`config.mk`:
```
export PLATFORM = sky130hd
export DESIGN_NAME = pid_regulator_dual_mode_unit
export DESIGN_NICKNAME = d
export VERILOG_FILES = /design/src/hdl/pid_rdm_pkg.sv /design/src/hdl/pid_regulator_dual_mode_unit.sv
export SDC_FILE = /design/constraint.sdc
export NUM_CORES = 2
export LEC_CHECK = 0
export ABC_AREA = 0
export BUFFER_PORTS_ARGS = -buffer_cell sky130_fd_sc_hd__buf_2
export CAP_MARGIN = 0
export CELL_PAD_IN_SITES_DETAIL_PLACEMENT = 0
export CELL_PAD_IN_SITES_GLOBAL_PLACEMENT = 1
export CORE_MARGIN = 5
export CORE_UTILIZATION = 40
export DETAILED_ROUTE_END_ITERATION = 10
export PLACE_DENSITY_LB_ADDON = 0.08
export SYNTH_ARGS = -nofsm -noshare
export SYNTH_HDL_FRONTEND = slang
export SYNTH_SLANG_ARGS = --single-unit
```
`constraint.sdc`:
```
create_clock -name clk_i -period 21.7 [get_ports clk_i]
set_input_delay 3.255 -clock clk_i [delete_from_list [all_inputs] [get_ports clk_i]]
set_output_delay 3.255 -clock clk_i [all_outputs]
set_load 0.02 [all_outputs]
```
`src/hdl/pid_rdm_pkg.sv`:
```
// -----------------------------------------------------------------------------
// pid_rdm_pkg
// Shared types and constants for the dual-mode PID regulator: sample and
// result transfer structs and fixed-point widths.
// -----------------------------------------------------------------------------
package pid_rdm_pkg;

  // fixed-point format of integral and output accumulators
  localparam int unsigned FracBits = 8;

  // datapath widths
  localparam int unsigned SampleW  = 16;
  localparam int unsigned ErrW     = 17;
  localparam int unsigned GainW    = 16;
  localparam int unsigned LimitW   = 20;
  localparam int unsigned DeadW    = 16;
  localparam int unsigned IntegW   = 48;
  localparam int unsigned OutAccW  = 32;
  localparam int unsigned DriveW   = 21;
  localparam int unsigned SumW     = 40;

  // configuration port
  localparam int unsigned ApbAddrW = 5;
  localparam int unsigned ApbDataW = 32;

  // one input sample pair
  typedef struct packed {
    logic signed [SampleW-1:0] reference;
    logic signed [SampleW-1:0] feedback;
  } pid_in_t;

  // one regulator result
  typedef struct packed {
    logic signed [DriveW-1:0] drive;
    logic                     held;
  } pid_out_t;

endpackage

```
`src/hdl/pid_regulator_dual_mode_unit.sv`:
```
// -----------------------------------------------------------------------------
// pid_regulator_dual_mode_unit
// Fixed-point PID regulator with positional and incremental forms, dead zone,
// integral clamp and output clamp, fed by reference/feedback sample pairs.
// -----------------------------------------------------------------------------
//
//  channel  | direction | handshake                 | payload
//  ---------+-----------+---------------------------+-------------------------
//  in       | input     | in_valid_i / in_stall_o   | reference, feedback
//  out      | output    | out_valid_o / out_stall_i | drive, held
//  apb      | input     | psel, penable, pready     | paddr, pwdata, prdata
//
//  one sample per clock sustained while out_stall_i is low; a sample passes
//  through the input register and then into the result register.
//  the three gain multipliers and the accumulator update sit in one stage,
//  which is what closes the loop for the next sample.
//  reset clears all gains, limits, error history and accumulators.
//  a stalled result holds in the result register while one more sample waits
//  in the input register; only then is in_stall_o raised.
//
module pid_regulator_dual_mode_unit
  import pid_rdm_pkg::*;
(
  input  logic                clk_i,
  input  logic                rst_ni,
  // sample input
  input  logic                in_valid_i,
  output logic                in_stall_o,
  input  pid_in_t             in_data_i,
  // result output
  output logic                out_valid_o,
  input  logic                out_stall_i,
  output pid_out_t            out_data_o,
  // configuration
  input  logic                psel,
  input  logic                penable,
  input  logic                pwrite,
  input  logic [ApbAddrW-1:0] paddr,
  input  logic [ApbDataW-1:0] pwdata,
  output logic [ApbDataW-1:0] prdata,
  output logic                pready
);

  typedef enum logic [2:0] {
    RegMode      = 3'd0,
    RegGainP     = 3'd1,
    RegGainI     = 3'd2,
    RegGainD     = 3'd3,
    RegIntegLim  = 3'd4,
    RegDeadZone  = 3'd5,
    RegOutMax    = 3'd6
  } cfg_reg_e;

  // configuration registers
  logic                     mode_q;
  logic signed [GainW-1:0]  gain_p_q, gain_i_q, gain_d_q;
  logic        [LimitW-1:0] integ_lim_q;
  logic        [DeadW-1:0]  dead_zone_q;
  logic        [LimitW-1:0] out_max_q;

  // regulator state
  logic signed [ErrW-1:0]    err0_q, err1_q;
  logic signed [IntegW-1:0]  integ_q;
  logic signed [OutAccW-1:0] out_acc_q;

  // pipeline registers
  logic     in_valid_q;
  pid_in_t  in_q;
  logic     out_valid_q;
  pid_out_t out_q;

  // datapath
  logic signed [ErrW-1:0]     err;
  logic signed [ErrW:0]       diff1;
  logic signed [ErrW+1:0]     diff2;
  logic signed [ErrW:0]       op_p;
  logic signed [ErrW+1:0]     op_d;
  logic signed [ErrW+GainW:0]   prod_p;
  logic signed [ErrW+GainW-1:0] prod_i;
  logic signed [ErrW+GainW+1:0] prod_d;
  logic signed [IntegW:0]     integ_sum;
  logic signed [IntegW-1:0]   integ_sat;
  logic signed [IntegW-1:0]   integ_lim;
  logic signed [IntegW-1:0]   integ_clamp;
  logic signed [IntegW-1:0]   integ_d;
  logic signed [ErrW:0]       dz_ext;
  logic                       held;
  logic signed [SumW-1:0]     out_max_fx;
  logic signed [SumW-1:0]     sum_v;
  logic signed [SumW-1:0]     sum_clamp;
  logic signed [SumW-1:0]     out_lo, out_hi;
  logic signed [OutAccW-1:0]  out_acc_d;
  logic signed [OutAccW-1:0]  out_acc_new;
  logic signed [OutAccW-1:0]  drive_shift;
  logic                       out_ready;
  logic                       move;
  logic                       cfg_wr;
  cfg_reg_e                   cfg_idx;

  // ---------------------------------------------------------------------------
  // configuration port
  // ---------------------------------------------------------------------------

  assign pready  = 1'b1;
  assign cfg_wr  = psel && penable && pwrite && pready;
  assign cfg_idx = cfg_reg_e'(paddr[4:2]);

  always_ff @(posedge clk_i or negedge rst_ni) begin
    if (!rst_ni) begin
      mode_q      <= 1'b0;
      gain_p_q    <= '0;
      gain_i_q    <= '0;
      gain_d_q    <= '0;
      integ_lim_q <= '0;
      dead_zone_q <= '0;
      out_max_q   <= '0;
    end else if (cfg_wr) begin
      unique case (cfg_idx)
        RegMode:     mode_q      <= pwdata[0];
        RegGainP:    gain_p_q    <= signed'(pwdata[GainW-1:0]);
        RegGainI:    gain_i_q    <= signed'(pwdata[GainW-1:0]);
        RegGainD:    gain_d_q    <= signed'(pwdata[GainW-1:0]);
        RegIntegLim: integ_lim_q <= pwdata[LimitW-1:0];
        RegDeadZone: dead_zone_q <= pwdata[DeadW-1:0];
        RegOutMax:   out_max_q   <= pwdata[LimitW-1:0];
        default: ;
      endcase
    end
  end

  // register readback
  always_comb begin
    unique case (cfg_idx)
      RegMode:     prdata = ApbDataW'(mode_q);
      RegGainP:    prdata = ApbDataW'($unsigned(gain_p_q));
      RegGainI:    prdata = ApbDataW'($unsigned(gain_i_q));
      RegGainD:    prdata = ApbDataW'($unsigned(gain_d_q));
      RegIntegLim: prdata = ApbDataW'(integ_lim_q);
      RegDeadZone: prdata = ApbDataW'(dead_zone_q);
      RegOutMax:   prdata = ApbDataW'(out_max_q);
      default:     prdata = '0;
    endcase
  end

  // ---------------------------------------------------------------------------
  // handshake
  // ---------------------------------------------------------------------------

  assign out_ready  = !out_valid_q || !out_stall_i;
  assign move       = in_valid_q && out_ready;
  assign in_stall_o = in_valid_q && !out_ready;

  // input register
  always_ff @(posedge clk_i or negedge rst_ni) begin
    if (!rst_ni) begin
      in_valid_q <= 1'b0;
    end else if (in_valid_i && !in_stall_o) begin
      in_valid_q <= 1'b1;
    end else if (move) begin
      in_valid_q <= 1'b0;
    end
  end

  always_ff @(posedge clk_i) begin
    if (in_valid_i && !in_stall_o) begin
      in_q <= in_data_i;
    end
  end

  // ---------------------------------------------------------------------------
  // error and products
  // ---------------------------------------------------------------------------

  // differences against the last and the one before last error
  assign err   = ErrW'(in_q.reference) - ErrW'(in_q.feedback);
  assign diff1 = (ErrW+1)'(err) - (ErrW+1)'(err0_q);
  assign diff2 = (ErrW+2)'(err) - ((ErrW+2)'(err0_q) <<< 1) + (ErrW+2)'(err1_q);

  // operand choice per form, so one multiplier serves each gain
  assign op_p = mode_q ? diff1 : (ErrW+1)'(err);
  assign op_d = mode_q ? diff2 : (ErrW+2)'(diff1);

  assign prod_p = (ErrW+GainW+1)'(op_p) * (ErrW+GainW+1)'(gain_p_q);
  assign prod_i = (ErrW+GainW)'(err) * (ErrW+GainW)'(gain_i_q);
  assign prod_d = (ErrW+GainW+2)'(op_d) * (ErrW+GainW+2)'(gain_d_q);

  // dead zone, a zero width never holds
  assign dz_ext = signed'((ErrW+1)'(dead_zone_q));
  assign held   = ((ErrW+1)'(err) > -dz_ext) && ((ErrW+1)'(err) < dz_ext);

  // ---------------------------------------------------------------------------
  // integral, positional form
  // ---------------------------------------------------------------------------

  assign integ_sum = (IntegW+1)'(integ_q) + (IntegW+1)'(prod_i);

  // saturate at the accumulator width
  always_comb begin
    if (integ_sum[IntegW] != integ_sum[IntegW-1]) begin
      integ_sat = integ_sum[IntegW] ? {1'b1, {(IntegW-1){1'b0}}}
                                    : {1'b0, {(IntegW-1){1'b1}}};
    end else begin
      integ_sat = integ_sum[IntegW-1:0];
    end
  end

  // clamp to the programmed bound
  assign integ_lim = signed'(IntegW'(integ_lim_q) << FracBits);

  always_comb begin
    priority if (integ_sat > integ_lim) begin
      integ_clamp = integ_lim;
    end else if (integ_sat < -integ_lim) begin
      integ_clamp = -integ_lim;
    end else begin
      integ_clamp = integ_sat;
    end
  end

  always_comb begin
    if (mode_q) begin
      integ_d = integ_q;
    end else if (held) begin
      integ_d = integ_sat;
    end else begin
      integ_d = integ_clamp;
    end
  end

  // ---------------------------------------------------------------------------
  // output sum and clamps
  // ---------------------------------------------------------------------------

  always_comb begin
    if (mode_q) begin
      sum_v = SumW'(out_acc_q) + SumW'(prod_p) + SumW'(prod_i) + SumW'(prod_d);
    end else begin
      sum_v = SumW'(prod_p) + SumW'(integ_clamp) + SumW'(prod_d);
    end
  end

  // accumulator range as sign-extended bounds
  assign out_max_fx = signed'(SumW'(out_max_q) << FracBits);
  assign out_hi     = SumW'({1'b0, {(OutAccW-1){1'b1}}});
  assign out_lo     = ~out_hi;

  always_comb begin
    priority if (sum_v > out_max_fx) begin
      sum_clamp = out_max_fx;
    end else if (sum_v < -out_max_fx) begin
      sum_clamp = -out_max_fx;
    end else begin
      sum_clamp = sum_v;
    end
  end

  // accumulator range, only reached with a wide fraction
  always_comb begin
    priority if (sum_clamp > out_hi) begin
      out_acc_new = out_hi[OutAccW-1:0];
    end else if (sum_clamp < out_lo) begin
      out_acc_new = out_lo[OutAccW-1:0];
    end else begin
      out_acc_new = sum_clamp[OutAccW-1:0];
    end
  end

  assign out_acc_d   = held ? out_acc_q : out_acc_new;
  assign drive_shift = out_acc_d >>> FracBits;

  // ---------------------------------------------------------------------------
  // state update on each transfer into the result register
  // ---------------------------------------------------------------------------

  always_ff @(posedge clk_i or negedge rst_ni) begin
    if (!rst_ni) begin
      err0_q    <= '0;
      err1_q    <= '0;
      integ_q   <= '0;
      out_acc_q <= '0;
    end else if (move) begin
      err0_q    <= err;
      err1_q    <= err0_q;
      integ_q   <= integ_d;
      out_acc_q <= out_acc_d;
    end
  end

  // result register
  always_ff @(posedge clk_i or negedge rst_ni) begin
    if (!rst_ni) begin
      out_valid_q <= 1'b0;
    end else if (move) begin
      out_valid_q <= 1'b1;
    end else if (!out_stall_i) begin
      out_valid_q <= 1'b0;
    end
  end

  always_ff @(posedge clk_i) begin
    if (move) begin
      out_q.drive <= drive_shift[DriveW-1:0];
      out_q.held  <= held;
    end
  end

  assign out_valid_o = out_valid_q;
  assign out_data_o  = out_q;

  // ---------------------------------------------------------------------------
  // assertions
  // ---------------------------------------------------------------------------

  // a taken result with nothing behind it leaves the output empty
  a_no_repeat: assert property (@(posedge clk_i) disable iff (!rst_ni)
    (out_valid_q && !out_stall_i && !move) |=> !out_valid_q)
    else $error("result repeated after transfer");

  // a held step keeps the output accumulator
  a_held_keeps: assert property (@(posedge clk_i) disable iff (!rst_ni)
    (move && held) |=> (out_acc_q == $past(out_acc_q)))
    else $error("output accumulator changed on held step");

  // incremental form never touches the integral
  a_incr_integ: assert property (@(posedge clk_i) disable iff (!rst_ni)
    (move && mode_q) |=> $stable(integ_q))
    else $error("integral changed in incremental form");

  // positional active step leaves the integral inside its bound
  a_integ_bound: assert property (@(posedge clk_i) disable iff (!rst_ni)
    (move && !mode_q && !held) |=>
      ((integ_q <= $past(integ_lim)) && (integ_q >= -$past(integ_lim))))
    else $error("integral outside its bound");

endmodule
```
=== Yosys cells after proc, flatten, opt, wreduce, memory -nomap -nowiden ===
Cells that the tools add are included.

* Register bits after elaboration: 275
* Input bits: 76
* Output and inout bits: 57
* Word-level logic and storage cells: 92

* $add $sub $neg: 13
* Multiply operators: 3
* Order comparisons: 8
* Equality and inequality tests: 8
* Mux-type cells: 18
* Bitwise operators: 2
* Reductions and logical operators: 22

{| class="wikitable"
|+ Operators by type and width
! kind !! count
|-
| 48-bit two-way mux || 5
|-
| 20-bit one-hot mux with 7 select lines || 1
|-
| 40-bit two-way mux || 3
|-
| 32-bit two-way mux || 2
|-
| 48-bit by 33-bit adder with 49-bit output || 1
|-
| 48-bit by 29-bit greater-than comparator with 1-bit output || 1
|-
| 48-bit < comparator || 1
|-
| 28-bit negator with 48-bit output || 1
|-
| 34-bit by 40-bit adder with 40-bit output || 1
|-
| 40-bit by 35-bit adder with 40-bit output || 1
|-
| 40-bit by 29-bit greater-than comparator with 1-bit output || 1
|-
| 40-bit by 32-bit greater-than comparator with 1-bit output (second input constant) || 1
|-
| 40-bit by 32-bit < comparator with 1-bit output (second input constant) || 1
|-
| 40-bit < comparator || 1
|-
| 28-bit negator with 40-bit output || 1
|-
| 36-bit by 35-bit adder with 37-bit output || 1
|-
| 35-bit by 33-bit adder with 36-bit output || 1
|-
| 32-bit by 34-bit adder with 35-bit output || 1
|-
| 19-bit by 16-bit multiplier with 35-bit output || 1
|-
| 18-bit by 16-bit multiplier with 34-bit output || 1
|-
| 17-bit by 16-bit multiplier with 33-bit output || 1
|-
| 29-bit two-way mux || 1
|-
| 19-bit by 17-bit adder with 19-bit output || 1
|-
| 19-bit two-way mux || 1
|-
| other kinds (20) || 43
|}

=== Logic depth before layout (Yosys ltp) ===
* Depth after elaboration: 18
* Mapped depth: 103
* Depth with buffers taken out: 98

=== Least setup slack after synthesis ===
OpenSTA, ideal clock, no wires.

* Kind: register to register
* Start: reg in_q[0] in the netlist's numbering
* End: reg out_q, in the netlist out_data_o[11] (data pin)
* Library setup time: 278 ps
* Data arrival time: 21852 ps
* Required time: 21422 ps
* Setup slack: -431 ps
* Cell stages (with the launch flop): 97
* Path buffers: 10
* Clock period less this slack: 22131 ps
* Cells stage by stage: edfxtp_1 > ha_1 > fa_1 > nor2b_1 > o21ai_0 > a21boi_0 > o21ai_0 > a21boi_0 > o21ai_0 > a21boi_0 > o21ai_0 > a21boi_0 > o21a_1 > nor2_1 > xnor2_1 > clkbuf_1 > nand2_1 > fa_1 > [... 61 more ...] > nor2_1 > xor2_1 > o21ai_0 > ha_1 > a2111oi_0 > nand2_1 > a311oi_1 > a211oi_1 > maj3_2 > a311o_1 > maj3_2 > or3_1 > a31o_2 > and3_1 > a2111o_1 > nand2_1 > buf_2 > o211ai_1

* Cells in the longest elaborated chain, start to end: 18

{| class="wikitable"
|+ RTL lines
! item !! line !! text
|-
| from (decl) || pid_regulator_dual_mode_unit.sv:68 || <nowiki>pid_in_t in_q;</nowiki>
|-
| from (signal assigned) || pid_regulator_dual_mode_unit.sv:166 || <nowiki>in_q <= in_data_i;</nowiki>
|-
| 16-bit by 16-bit subtractor with 17-bit output * || pid_regulator_dual_mode_unit.sv:175 || <nowiki>assign err = ErrW'(in_q.reference) - ErrW'(in_q.feedback);</nowiki>
|-
| net err[12] || pid_regulator_dual_mode_unit.sv:73 || <nowiki>logic signed [ErrW-1:0] err;</nowiki>
|-
| 17-bit by 16-bit multiplier with 33-bit output || pid_regulator_dual_mode_unit.sv:184 || <nowiki>assign prod_i = (ErrW+GainW)'(err) * (ErrW+GainW)'(gain_i_q);</nowiki>
|-
| 48-bit by 33-bit adder with 49-bit output || pid_regulator_dual_mode_unit.sv:195 || <nowiki>assign integ_sum = (IntegW+1)'(integ_q) + (IntegW+1)'(prod_i);</nowiki>
|-
| 48-bit two-way mux or 1-bit inequality test (tied branches) || pid_regulator_dual_mode_unit.sv:200, pid_regulator_dual_mode_unit.sv:199 ||
|-
| 48-bit two-way mux || pid_regulator_dual_mode_unit.sv:199 || <nowiki>if (integ_sum[IntegW] != integ_sum[IntegW-1]) begin</nowiki>
|-
| 48-bit < comparator || pid_regulator_dual_mode_unit.sv:213 || <nowiki>end else if (integ_sat < -integ_lim) begin</nowiki>
|-
| 48-bit two-way mux || pid_regulator_dual_mode_unit.sv:213 ||
|-
| [... 4 more ...] || n/a ||
|-
| 40-bit < comparator || pid_regulator_dual_mode_unit.sv:250 || <nowiki>end else if (sum_v < -out_max_fx) begin</nowiki>
|-
| 40-bit two-way mux || pid_regulator_dual_mode_unit.sv:250 ||
|-
| 40-bit two-way mux || pid_regulator_dual_mode_unit.sv:248 || <nowiki>priority if (sum_v > out_max_fx) begin</nowiki>
|-
| 40-bit by 32-bit < comparator with 1-bit output || pid_regulator_dual_mode_unit.sv:261 || <nowiki>end else if (sum_clamp < out_lo) begin</nowiki>
|-
| 32-bit two-way mux || pid_regulator_dual_mode_unit.sv:261 ||
|-
| 32-bit two-way mux || pid_regulator_dual_mode_unit.sv:259 || <nowiki>priority if (sum_clamp > out_hi) begin</nowiki>
|-
| 29-bit two-way mux * || pid_regulator_dual_mode_unit.sv:268 || <nowiki>assign out_acc_d = held ? out_acc_q : out_acc_new;</nowiki>
|-
| net out_acc_d[18] || pid_regulator_dual_mode_unit.sv:92 || <nowiki>logic signed [OutAccW-1:0] out_acc_d;</nowiki>
|-
| to (decl) || pid_regulator_dual_mode_unit.sv:70 || <nowiki>pid_out_t out_q;</nowiki>
|}

The timed path passes the listed nets; every way through them passes the cells marked *.
A chain may end at the register's enable or synchronous reset.

=== Final worst setup path ===
* Start: reg in_q[17] in the netlist's numbering
* End: reg out_q, in the netlist out_data_o[10] (data pin)

* Cells in the longest elaborated chain, start to end: 18

{| class="wikitable"
|+ RTL lines
! item !! line !! text
|-
| 16-bit by 16-bit subtractor with 17-bit output * || pid_regulator_dual_mode_unit.sv:175 ||
|-
| 17-bit by 16-bit multiplier with 33-bit output || pid_regulator_dual_mode_unit.sv:184 ||
|-
| 48-bit by 33-bit adder with 49-bit output || pid_regulator_dual_mode_unit.sv:195 ||
|-
| 48-bit two-way mux or 1-bit inequality test (tied branches) || pid_regulator_dual_mode_unit.sv:200, pid_regulator_dual_mode_unit.sv:199 ||
|-
| 48-bit two-way mux || pid_regulator_dual_mode_unit.sv:199 ||
|-
| 48-bit < comparator || pid_regulator_dual_mode_unit.sv:213 ||
|-
| 48-bit two-way mux || pid_regulator_dual_mode_unit.sv:213 ||
|-
| 48-bit two-way mux || pid_regulator_dual_mode_unit.sv:211 || <nowiki>priority if (integ_sat > integ_lim) begin</nowiki>
|-
| [... 3 more ...] || n/a ||
|-
| 40-bit < comparator || pid_regulator_dual_mode_unit.sv:250 ||
|-
| 40-bit two-way mux || pid_regulator_dual_mode_unit.sv:250 ||
|-
| 40-bit two-way mux || pid_regulator_dual_mode_unit.sv:248 ||
|-
| 40-bit by 32-bit < comparator with 1-bit output || pid_regulator_dual_mode_unit.sv:261 ||
|-
| 32-bit two-way mux || pid_regulator_dual_mode_unit.sv:261 ||
|-
| 32-bit two-way mux || pid_regulator_dual_mode_unit.sv:259 ||
|-
| 29-bit two-way mux * || pid_regulator_dual_mode_unit.sv:268 ||
|-
| net out_acc_d[17] || pid_regulator_dual_mode_unit.sv:92 ||
|}

Marked as above.

==> summary.md <==
| Metric | Value |
|---|---|
| Clk_skew | `0.0452 ns` |
| Largest net degree at the start of global routing | `154` |
| YS warnings | `0` |
| Worst Hold Path Cells | `1` |
| DP HPWL | `176000 um` |
| Core area | `0.154 mm^2` |
| Wire length of the first global-routing pass | `322000 um` |
| Layout Nets | `9351` |
| R2R Path End | `out_data_o[10]` |
| Root Buffer | `clkbuf_16` |
| Max-Slew Margin vs Limit | `0.137` |
| Top delay family on crit path | `compound AO/OA/AOI/OAI gates` |
| CTS Buf Count | `39` |
| Synth Area in Adders | `0.442` |
| Seq cells post-synth | `275` |
| XOR/XNOR Fraction of Synth Area | `0.0398` |
| GRT overflow | `0` |
| Critical path class | `flip-flop to flip-flop` |
| Outcome | `complete, no violations` |
| M1 wire length | `97100 um` |
| Fmax | `47.4 MHz` |
| Final core occ | `0.471` |
| Arrival time at the worst endpoint | `21.43 ns` |
| Chip width | `403 um` |
| Via count | `50800` |
| Mean routed wirelength per cell | `21.7 um` |
| Row cnt | `144` |
| Top-area cell type share of the netlist area | `0.324` |
| Min cycle time layout | `21.11 ns` |
| Die Ht | `403 um` |
| Layout cell share with drive strength beyond 1 | `0.165` |
| Hold/Removal Path Class | `flip-flop to flip-flop` |
| Final setup margin | `0.593 ns` |
| Area of the mapped netlist | `0.0617 mm^2` |
| Hold worst-path end | `out_valid_o` |
| Post-Syn Area per Cell | `8.69 um^2` |
| CTS Hold Bufs | `0` |
| Endpoint class of the critical path | `flip-flop` |
| CP required | `22.03 ns` |
| Commonest cells in the netlist | `inv_1, fa_1, nand2_1` |
| R2R cell count | `101` |
| Clock insertion delay at the later pin of the skew report | `0.63 ns` |
| CTS tree | `built` |
| Worst-case clock buffer depth | `3` |
| CP most frequent cell | `buf_4` |
| Boundary pin count | `133` |
| IO Port Bufs | `105` |
| Initial Util | `0.401` |
| Largest family of logic cells by synthesized area | `adder cells` |
| DR WL met3 | `12300 um` |
| Full die area | `0.162 mm^2` |
| Initial antenna violation count | `4` |
| Total GRT Usage | `0.260` |
| Simple-gate share of the synthesized area | `0.151` |
| Delay of the slowest critical-path stage | `0.55 ns` |
| Reg-to-reg slack, setup | `0.59 ns` |
| Via-to-Cell Ratio | `5.20` |
| Max Cap Viol | `0` |
| Vias in the first global route | `51900` |
| Max stage delay cell, worst path | `fa_1` |
| Max Fanout on Critical Path | `20` |
| Cell count after synthesis | `7099` |
| Max Used Layer | `met4` |
| Setup WS pre-CTS | `-1.92 ns` |
| Synth Flop Type | `dfrtp_1` |
| Area leader, netlist | `fa_1` |
| DRC viols | `0` |
| Post-synth EDFFs | `54` |
| Worst slew pin tran | `1.28 ns` |
| Setup crit start | `in_q[17]` |
| H-tree depth | `2` |
| Antenna Nets Post-Route | `0` |
| Register area share after synthesis | `0.116` |
| Met2 WL | `96300 um` |
| Critical Path Source Type | `flip-flop` |
| Final Hold Viols | `0` |
| Count leader, synth | `inv_1` |
| Worst r2r src | `in_q[17]` |
| Area grow syn2layout | `17.3%` |
| Multiplexer share of the synthesized area | `0.0239` |
| Initial DRC Count | `3271` |
| Final wirelength | `212000 um` |
| Number of setup violations in the final report | `0` |
| CTS Sinks | `275` |
| DR pass1 iterations | `6` |
| Routability cong. | `0.919` |
| Synth unique cells | `86` |
| Hold Crit Start | `in_valid_q` |
| Clk slew on worst S/H paths | `0.06 ns` |
| Async set-reset flop share out of synthesis | `0.804` |
| Compound-Gate Fraction of Synth Area | `0.128` |
| Fin. max-slew vios | `0` |
| Number of buffers and inverters on the critical path | `22` |
| Top cells by area, synth | `fa_1, ha_1, dfrtp_1, inv_1, nand2_1` |
| Final worst path period share | `0.973` |
==> sequential cells by signal (all words and copies together), names as in the netlist, 16 cells and up <==
name and count:
err0_q 17, out_data_o 22, integ_lim_q 20, gain_d_q 16
gain_p_q 16, out_acc_q 32, dead_zone_q 16, in_q 32
err1_q 17, out_max_q 20, gain_i_q 16, integ_q 48
==> logic make-up after synthesis <==
group	after synthesis
simple gates	1975
flops	275
mux	136
buf+inv	1608
other cells	2
compound gates	1245
xor+xnor	280
fa+ha+maj	1578
==> what timing repair did <==
action / in CTS / in global routing
cloned: 2 / 4
pin swaps: 57 / 133
resized for setup: 99 / 191
buffers inserted: 36 / 26
endpoints found under the setup margin: 53 / 53
==> worst max-delay path by stage <==
| stage | end | slack [ns] | cells after the start |
|---|---|---|---|
| floorplan | out_data_o[11] | 0.02 | 95 |
| global placement | out_data_o[2] | -1.52 | 99 |
| detailed placement | out_data_o[18] | -1.92 | 100 |
| CTS | out_data_o[17] | 0.01 | 99 |
| global route | out_data_o[10] | -0.14 | 103 |
| finish | out_data_o[10] | 0.59 | 101 |
==> worst register-to-register path, delay by kind of cell, from the launching register on <==
| family | cells | cell delay (ns) |
|---|---|---|
| AOI/OAI and AO/OA | 42 | 7.86 |
| xor gates and xnor gates | 3 | 0.56 |
| adders and majority gates | 17 | 6.07 |
| buffers and inverters | 22 | 2.67 |
| DFF | 1 | 0.44 |
| and+or+nand+nor | 17 | 3.19 |
==> routing by layer <==
metal  vias up  track usage
met5         -            0
met4         0       0.0688
met3       199       0.0410
met2      1218        0.411
met1     25500        0.374
li1      23900            -
==> stage by stage <==
stage / instances / setup TNS (ns) / cell area, um^2 / hold slack [ns]
after floorplan: 7110 / 0 / 61700 / 0.449
final: 9777 / 0 / 72400 / 0.482
after CTS: 9744 / 0 / 71100 / 0.484
after global placement: 9635 / -76.48 / 69100 / 0.469
after global routing: 9773 / -4.44 / 72300 / 0.523
after detailed placement: 9635 / -97.22 / 69100 / 0.473
==> placed cells by master (no fill, tap or decap), types with 209 or more instances in the layout <==
master   netlist  routed
ha_1         577     550
inv_1       1299    1291
nand2_1      875     868
nor2_1       285     266
dfrtp_1      221     220
and2_1       325     322
xnor2_1      215     209
o21ai_0      361     324
fa_1         999     996
buf_4         16     699
a21oi_1      292     263
==> cell type report <==
type                       instances  area [um^2]
clock inverter                    21          330
multi-input combinational       5228        49800
sequential                       275         7160
tap                             2044         2560
inverter                        1303         4890
clock buffer                      50         1060
fill                           15200        81300
timing repair buffer             852         6600
antenna                            4         10.0
Power is not shown: default switching activity piles up to over one toggle a cycle in this logic, so the estimate is an artifact.
